### src/rtl/core/mmewb_pkg.sv
// ----------------------------------------------------------------------------
// mmewb_pkg
// Shared widths, defaults and interface types for the equal-width binning
// block and its serial divider.
// ----------------------------------------------------------------------------
package mmewb_pkg;

    localparam int QUAL_W         = 32;                // Q16.16 value width
    localparam int NSEC_W         = 9;                 // bin count register width
    localparam int BIN_W          = 8;                 // bin index width
    localparam int PROD_W         = QUAL_W + NSEC_W;   // sections * (v - min)
    localparam int MAX_VALUES_DEF = 64;
    localparam int NSEC_MAX       = 256;

    localparam logic [NSEC_W-1:0] NSEC_RESET = NSEC_W'(10);

    // Divider request: start pulse plus operands
    typedef struct packed {
        logic              start;
        logic [QUAL_W-1:0] diff;      // v - min
        logic [QUAL_W-1:0] span;      // max - min
        logic [NSEC_W-1:0] sections;  // effective bin count, 1..256
    } div_req_t;

    // Divider response: result held until taken
    typedef struct packed {
        logic             done;
        logic [BIN_W-1:0] bin;
    } div_rsp_t;

    // Map the raw register to 1..256
    function automatic logic [NSEC_W-1:0] sections_eff(input logic [NSEC_W-1:0] ns);
        logic [NSEC_W-1:0] r;
        if (ns == '0) begin
            r = NSEC_W'(1);
        end else if (ns > NSEC_W'(NSEC_MAX)) begin
            r = NSEC_W'(NSEC_MAX);
        end else begin
            r = ns;
        end
        return r;
    endfunction

endpackage

### src/rtl/core/minmax_equal_width_binning.sv
// ----------------------------------------------------------------------------
// minmax_equal_width_binning
// Stores a set of Q16.16 values with their running min and max, then emits
// one equal-width bin index per stored value in arrival order.
// ----------------------------------------------------------------------------
// Values are taken one per cycle while the set loads. The transaction marked
// last ends the set and starts emission; s_ready stays low until the final
// bin index is in the output register. Each bin index goes through a
// memory read, operand setup, a multiply step and a 9-step restoring divider
// that yields one quotient bit per cycle; one index is computed at a time.
// Values beyond MAX_VALUES are dropped and every result of that set carries
// m_overflowed. The user must write num_sections via cfg_wr_en/cfg_wr_data
// only between sets (unchecked by the block); 0 acts as 1, above 256 as 256.
// ----------------------------------------------------------------------------
module minmax_equal_width_binning
    import mmewb_pkg::*;
#(
    parameter int MAX_VALUES = MAX_VALUES_DEF
) (
    input  logic              aclk,
    input  logic              aresetn,
    input  logic              s_valid,
    output logic              s_ready,
    input  logic [QUAL_W-1:0] s_quality,
    input  logic              s_last_value,
    output logic              m_valid,
    input  logic              m_ready,
    output logic [BIN_W-1:0]  m_bin_index,
    output logic              m_overflowed,
    output logic              m_last_result,
    input  logic              cfg_wr_en,
    input  logic [NSEC_W-1:0] cfg_wr_data
);

    localparam int AW = $clog2(MAX_VALUES);
    localparam int CW = $clog2(MAX_VALUES + 1);

    typedef enum logic [3:0] {
        ST_LOAD  = 4'b0001,
        ST_READ  = 4'b0010,
        ST_START = 4'b0100,
        ST_WAIT  = 4'b1000
    } state_t;

    state_t             state_reg, state_next;
    logic [CW-1:0]      count_reg, count_next;
    logic [QUAL_W-1:0]  min_reg, min_next;
    logic [QUAL_W-1:0]  max_reg, max_next;
    logic               drop_reg, drop_next;
    logic [AW-1:0]      idx_reg, idx_next;
    logic [NSEC_W-1:0]  ns_reg;
    logic [QUAL_W-1:0]  rd_data_reg;
    logic               out_valid_reg, out_valid_next;
    logic [BIN_W-1:0]   out_bin_reg, out_bin_next;
    logic               out_ovf_reg, out_ovf_next;
    logic               out_last_reg, out_last_next;

    logic [QUAL_W-1:0]  mem [MAX_VALUES];

    logic               accept;
    logic               has_room;
    logic               final_idx;
    logic               out_free;
    logic               load_out;
    div_req_t           req;
    div_rsp_t           rsp;

    assign s_ready   = (state_reg == ST_LOAD);
    assign accept    = s_valid && s_ready;
    assign has_room  = count_reg < CW'(MAX_VALUES);
    assign final_idx = (CW'(idx_reg) + CW'(1)) == count_reg;
    assign out_free  = !out_valid_reg || m_ready;
    assign load_out  = (state_reg == ST_WAIT) && rsp.done && out_free;

    assign req.start    = (state_reg == ST_START);
    assign req.diff     = rd_data_reg - min_reg;
    assign req.span     = max_reg - min_reg;
    assign req.sections = sections_eff(ns_reg);

    mmewb_div u_div (
        .aclk    (aclk),
        .aresetn (aresetn),
        .req     (req),
        .take    (load_out),
        .rsp     (rsp)
    );

    always_comb begin
        state_next     = state_reg;
        count_next     = count_reg;
        min_next       = min_reg;
        max_next       = max_reg;
        drop_next      = drop_reg;
        idx_next       = idx_reg;
        out_valid_next = out_valid_reg;
        out_bin_next   = out_bin_reg;
        out_ovf_next   = out_ovf_reg;
        out_last_next  = out_last_reg;

        if (out_valid_reg && m_ready) begin
            out_valid_next = 1'b0;
        end

        case (state_reg)
            ST_LOAD: begin
                if (accept) begin
                    if (has_room) begin
                        count_next = count_reg + CW'(1);
                        if (s_quality < min_reg) begin
                            min_next = s_quality;
                        end
                        if (s_quality > max_reg) begin
                            max_next = s_quality;
                        end
                    end else begin
                        drop_next = 1'b1;
                    end
                    if (s_last_value) begin
                        idx_next   = '0;
                        state_next = ST_READ;
                    end
                end
            end
            ST_READ:  state_next = ST_START;
            ST_START: state_next = ST_WAIT;
            ST_WAIT: begin
                if (load_out) begin
                    out_valid_next = 1'b1;
                    out_bin_next   = rsp.bin;
                    out_ovf_next   = drop_reg;
                    out_last_next  = final_idx;
                    if (final_idx) begin
                        // set done: clear for the next one
                        count_next = '0;
                        min_next   = '1;
                        max_next   = '0;
                        drop_next  = 1'b0;
                        state_next = ST_LOAD;
                    end else begin
                        idx_next   = idx_reg + AW'(1);
                        state_next = ST_READ;
                    end
                end
            end
            default: state_next = ST_LOAD;
        endcase
    end

    always_ff @(posedge aclk) begin
        if (!aresetn) begin
            state_reg     <= ST_LOAD;
            count_reg     <= '0;
            min_reg       <= '1;
            max_reg       <= '0;
            drop_reg      <= 1'b0;
            idx_reg       <= '0;
            ns_reg        <= NSEC_RESET;
            out_valid_reg <= 1'b0;
        end else begin
            state_reg     <= state_next;
            count_reg     <= count_next;
            min_reg       <= min_next;
            max_reg       <= max_next;
            drop_reg      <= drop_next;
            idx_reg       <= idx_next;
            out_valid_reg <= out_valid_next;
            if (cfg_wr_en) begin
                ns_reg <= cfg_wr_data;
            end
        end
        out_bin_reg  <= out_bin_next;
        out_ovf_reg  <= out_ovf_next;
        out_last_reg <= out_last_next;
    end

    // Value store: written while loading, read once per emitted result
    always_ff @(posedge aclk) begin
        if (accept && has_room) begin
            mem[count_reg[AW-1:0]] <= s_quality;
        end
        if (state_reg == ST_READ) begin
            rd_data_reg <= mem[idx_reg];
        end
    end

    assign m_valid       = out_valid_reg;
    assign m_bin_index   = out_bin_reg;
    assign m_overflowed  = out_ovf_reg;
    assign m_last_result = out_last_reg;

endmodule

### src/rtl/core/mmewb_div.sv
// ----------------------------------------------------------------------------
// mmewb_div
// Bin index unit: a multiply step, then a restoring divider that produces
// one quotient bit per cycle, then clamp to sections - 1 (bin 0 if span is 0).
// ----------------------------------------------------------------------------
module mmewb_div
    import mmewb_pkg::*;
(
    input  logic     aclk,
    input  logic     aresetn,
    input  div_req_t req,
    input  logic     take,
    output div_rsp_t rsp
);

    localparam int STEP_CW = $clog2(NSEC_W);

    typedef enum logic [3:0] {
        D_IDLE = 4'b0001,
        D_MUL  = 4'b0010,
        D_DIV  = 4'b0100,
        D_DONE = 4'b1000
    } dstate_t;

    dstate_t              state_reg, state_next;
    logic [QUAL_W-1:0]    diff_reg, diff_next;
    logic [QUAL_W-1:0]    span_reg, span_next;
    logic [NSEC_W-1:0]    sec_reg, sec_next;
    logic                 zspan_reg, zspan_next;
    logic [PROD_W-1:0]    rem_reg, rem_next;
    logic [PROD_W-1:0]    dsor_reg, dsor_next;
    logic [NSEC_W-1:0]    quo_reg, quo_next;
    logic [STEP_CW-1:0]   step_reg, step_next;
    logic [PROD_W-1:0]    prod;
    logic                 fits;

    assign prod = PROD_W'(sec_reg) * PROD_W'(diff_reg);
    assign fits = rem_reg >= dsor_reg;

    always_comb begin
        state_next = state_reg;
        diff_next  = diff_reg;
        span_next  = span_reg;
        sec_next   = sec_reg;
        zspan_next = zspan_reg;
        rem_next   = rem_reg;
        dsor_next  = dsor_reg;
        quo_next   = quo_reg;
        step_next  = step_reg;
        case (state_reg)
            D_IDLE: begin
                if (req.start) begin
                    diff_next  = req.diff;
                    span_next  = req.span;
                    sec_next   = req.sections;
                    state_next = D_MUL;
                end
            end
            D_MUL: begin
                rem_next   = prod;
                // align divisor with the top quotient bit
                dsor_next  = PROD_W'(span_reg) << (NSEC_W - 1);
                zspan_next = (span_reg == '0);
                quo_next   = '0;
                step_next  = STEP_CW'(NSEC_W - 1);
                state_next = D_DIV;
            end
            D_DIV: begin
                if (fits) begin
                    rem_next = rem_reg - dsor_reg;
                end
                quo_next  = {quo_reg[NSEC_W-2:0], fits};
                dsor_next = dsor_reg >> 1;
                if (step_reg == '0) begin
                    state_next = D_DONE;
                end else begin
                    step_next = step_reg - STEP_CW'(1);
                end
            end
            D_DONE: begin
                if (take) begin
                    state_next = D_IDLE;
                end
            end
            default: state_next = D_IDLE;
        endcase
    end

    always_ff @(posedge aclk) begin
        if (!aresetn) begin
            state_reg <= D_IDLE;
        end else begin
            state_reg <= state_next;
        end
        diff_reg  <= diff_next;
        span_reg  <= span_next;
        sec_reg   <= sec_next;
        zspan_reg <= zspan_next;
        rem_reg   <= rem_next;
        dsor_reg  <= dsor_next;
        quo_reg   <= quo_next;
        step_reg  <= step_next;
    end

    // Flat range gives bin 0; the maximum itself lands on sections, clamp it
    always_comb begin
        rsp.done = (state_reg == D_DONE);
        if (zspan_reg) begin
            rsp.bin = '0;
        end else if (quo_reg >= sec_reg) begin
            rsp.bin = BIN_W'(sec_reg - NSEC_W'(1));
        end else begin
            rsp.bin = BIN_W'(quo_reg);
        end
    end

endmodule

### config.mk
export PLATFORM = sky130hd
export DESIGN_NAME = minmax_equal_width_binning
export DESIGN_NICKNAME = d
export VERILOG_FILES = /design/src/rtl/core/mmewb_pkg.sv /design/src/rtl/core/minmax_equal_width_binning.sv /design/src/rtl/core/mmewb_div.sv
export SDC_FILE = /design/constraint.sdc
export NUM_CORES = 2
export LEC_CHECK = 0
export BUFFER_PORTS_ARGS = -buffer_cell sky130_fd_sc_hd__buf_2
export CAP_MARGIN = 15
export CELL_PAD_IN_SITES_DETAIL_PLACEMENT = 0
export CELL_PAD_IN_SITES_GLOBAL_PLACEMENT = 2
export CORE_ASPECT_RATIO = 2
export CORE_UTILIZATION = 36
export CTS_CLUSTER_DIAMETER = 30
export DETAILED_ROUTE_END_ITERATION = 7
export PLACE_DENSITY = 0.6
export SLEW_MARGIN = 10
export SYNTH_ARGS = -nofsm -noshare
export SYNTH_HDL_FRONTEND = slang
export SYNTH_SLANG_ARGS = --single-unit
### constraint.sdc
create_clock -name aclk -period 5.1 [get_ports aclk]
set_input_delay 0.765 -clock aclk [delete_from_list [all_inputs] [get_ports aclk]]
set_output_delay 0.765 -clock aclk [all_outputs]
set_load 0.02 [all_outputs]
==> results.cfg <==
[floorplanning]
die_h_um = 767
core_area_um2 = 291000
start_util_pct = 36.2
pin_count = 59
fp-row-count = 280
dieArea_um2 = 295000
fp.dieW_um = 384

[global_route]
grt_overflow = 0
grt_usage_pct = 21.4
grt_max_degree = 110
grt_pass1_vias = 61955
antenna_found_initial = 22
grt_pass1_wl_um = 448000

[layout]
finalInstanceArea_um2 = 127000
drive_above_1_share_pct = 29.7
nets = 7033
fin_util_pct = 43.8
syn_to_final_growth_pct = 20.9
largest_register_ffs = 2048

[timing]
worst_pin_slew_ps = 1070
finalHoldViolations = 0
setup_viol = 23
period_needed_ps = 5560
timing.fmax_mhz = 180
rsz0062_at_grt = true
holdWs_ps = 102
maxSlewViolCount = 0
fin_ws_ps = -457
finClkSkew_ps = 59.2
slew_headroom_pct = 28.0
post-route-period-util_pct = 109
final.setup.tns_ps = -6500

[run_status]
outcome = complete, but fails checks
failed_checks = negative setup slack

[routing]
wl_um = 315000
vias = 56608
wl_per_cell_um = 29.6
drc = 0
first_pass_iters = 5
first_iter_violations = 3695
via_per_inst = 5.32
ant_nets = 0

[clock_tree]
cts.sinks = 2354
cts_root_buf = clkbuf_16
cts_made_buffers = 366
insertion_delay_ps = 910
htree_levels = 5
cts.reportedPaths.clkPinSlew_ps = 60
cts_tree = done
cts_buffer_depth = 4

[power]
ir_worst_vdd_mv = 0.275
power_w = 0.0497
swShare_pct = 23.2
clkPwrFrac_pct = 51.4
pwr-share-seq_pct = 43.2
p_per_area_nw_per_um2 = 391
combPwrFrac_pct = 5.3
power.internal_w = 0.0382
netSwitchingPower_w = 0.0115
p_leak_nw = 43.8

[synthesis]
synth-async-reset-ratio_pct = 0
ys_warn_count = 0
synth.area.top_cells = edfxtp_1 64%, mux4_2 14%, fa_1 4.1%
synth_top_area_share_pct = 64.4
synth_flop_cell = edfxtp_1
yosysMostFrequentCell = edfxtp_1
synthTopCellsByCount = 2,258 x edfxtp_1, 672 x mux4_2, 383 x inv_1
synth_cells = 5931
yosysTopAreaCell = edfxtp_1
netlist_area_um2 = 105000
ys_types = 81
syn-mean-instance-area_um2 = 17.8
yosysSeqAreaShare_pct = 66.2
syn_nets = 6433
ys_ff_latch = 2354
synth_edf_count = 2258

[min_path]
hold_path.class = in2reg
hp-start = cfg_wr_data[1]

[job]
drv_cap = 0

[worst_setup_path]
critical_path_class = reg2reg
worstSetupStartpointType = register
end_kind = register
crit_start = u_div.sec_reg[6]
worstPathMaxFanout = 11
cp_data_required_time_ps = 5720
r2r_start = u_div.sec_reg[6]
cp.arrival_ps = 6170

[placement]
dpl-instance-area_um2 = 113000
io_buffer_count = 58
place_hpwl_um = 214000
place.gp.congestion = 0.829
final timing paths:
| check | slack (ps) | cells past startpoint | to |
|---|---|---|---|
| hold reg to reg | 480 | 0 | m_overflowed |
| setup / recovery | -460 | 20 | u_div.rem_reg[37] |
| setup reg to reg | -460 | 20 | u_div.rem_reg[37] |
| hold / removal | 100 | 3 | ns_reg[1] |
critical path: stages (launching register included):
cell and delay (ps):
edfxtp_1 420, buf_6 180, and2_1 160, fa_1 530, fa_1 540, fa_1 540
inv_1 50, fa_1 490, inv_2 50, ha_4 260, and4_4 230, nand4_1 150
a41oi_2 230, buf_4 140, nand3b_1 80, buf_6 140, o21a_4 210, o31a_1 380
o21a_1 220, nor4_2 210, a211oi_1 70
kinds of logic (layout without fill, tap and decap cells):
group | count (synthesis) | after routing | share of synthesized area (%)
buffers and inverters | 644 | 1542 | 2.35
AOI/OAI and AO/OA | 622 | 622 | 3.75
DFF | 2354 | 2354 | 66.2
adders and majority gates | 455 | 455 | 6.93
and+or+nand+nor | 1000 | 1000 | 4.79
muxes | 723 | 723 | 14.9
other | 0 | 10 | 0
xor gates and xnor gates | 133 | 133 | 1.11
power by group through the flow:
stage,Sequential [W],Combinational (W),Clock (W)
detailed placement,0.0219,0.00260,0
CTS,0.0215,0.00267,0.0261
global route,0.0215,0.00286,0.0268
finish,0.0215,0.00265,0.0256
global placement,0.0219,0.00256,0
floorplan,0.0219,0.00131,0
what timing repair did:
action                                  4_1_cts  5_1_grt
gates cloned                                  2        0
setup buffers                                31       25
pin swaps                                    74       87
hold buffers                                  0        0
endpoints found under the setup margin       23       24
gates resized for setup                     167       75
metal layers:
layer | track usage [%] | part of all wire (%)
met1 | 22.0 | 34
met2 | 43.2 | 59
met3 | 2.38 | 3.1
met4 | 8.11 | 4.0
met5 | 0 | 0.0054
layout by cell type, fill, tap and decap left out, types with 59 or more instances in the layout:
master,synthesis,final
a21o_1,101,100
a21oi_1,188,168
and2_1,231,222
buf_4,1,343
clkbuf_16,0,374
dfxtp_1,96,90
edfxtp_1,2258,2258
fa_1,214,204
ha_1,241,224
inv_1,383,368
inv_6,0,59
mux4_2,672,672
nand2_1,292,277
nor2_1,193,122
nor2_4,1,70
o21ai_0,123,105
xnor2_1,84,78
through the flow:
stage	cells	setup WS [ps]
5_1_grt	10644	-668
4_1_cts	10621	-461
6_report	10646	-457
3_3_place_gp	9924	-1000
2_1_floorplan	5931	4.58
3_5_place_dp	9925	-1010
layout make-up:
| class | count | area [um^2] |
|---|---|---|
| fill | 25549 | 163000 |
| sequential | 2354 | 69700 |
| multi-input combinational | 2933 | 34400 |
| clock buffer | 397 | 9480 |
| tap | 3807 | 4760 |
| timing repair buffer | 493 | 4280 |
| clock inverter | 269 | 3130 |
| inverter | 383 | 1440 |
| antenna | 10 | 25.0 |
No activity file was read; power rests on OpenSTA's default activity.
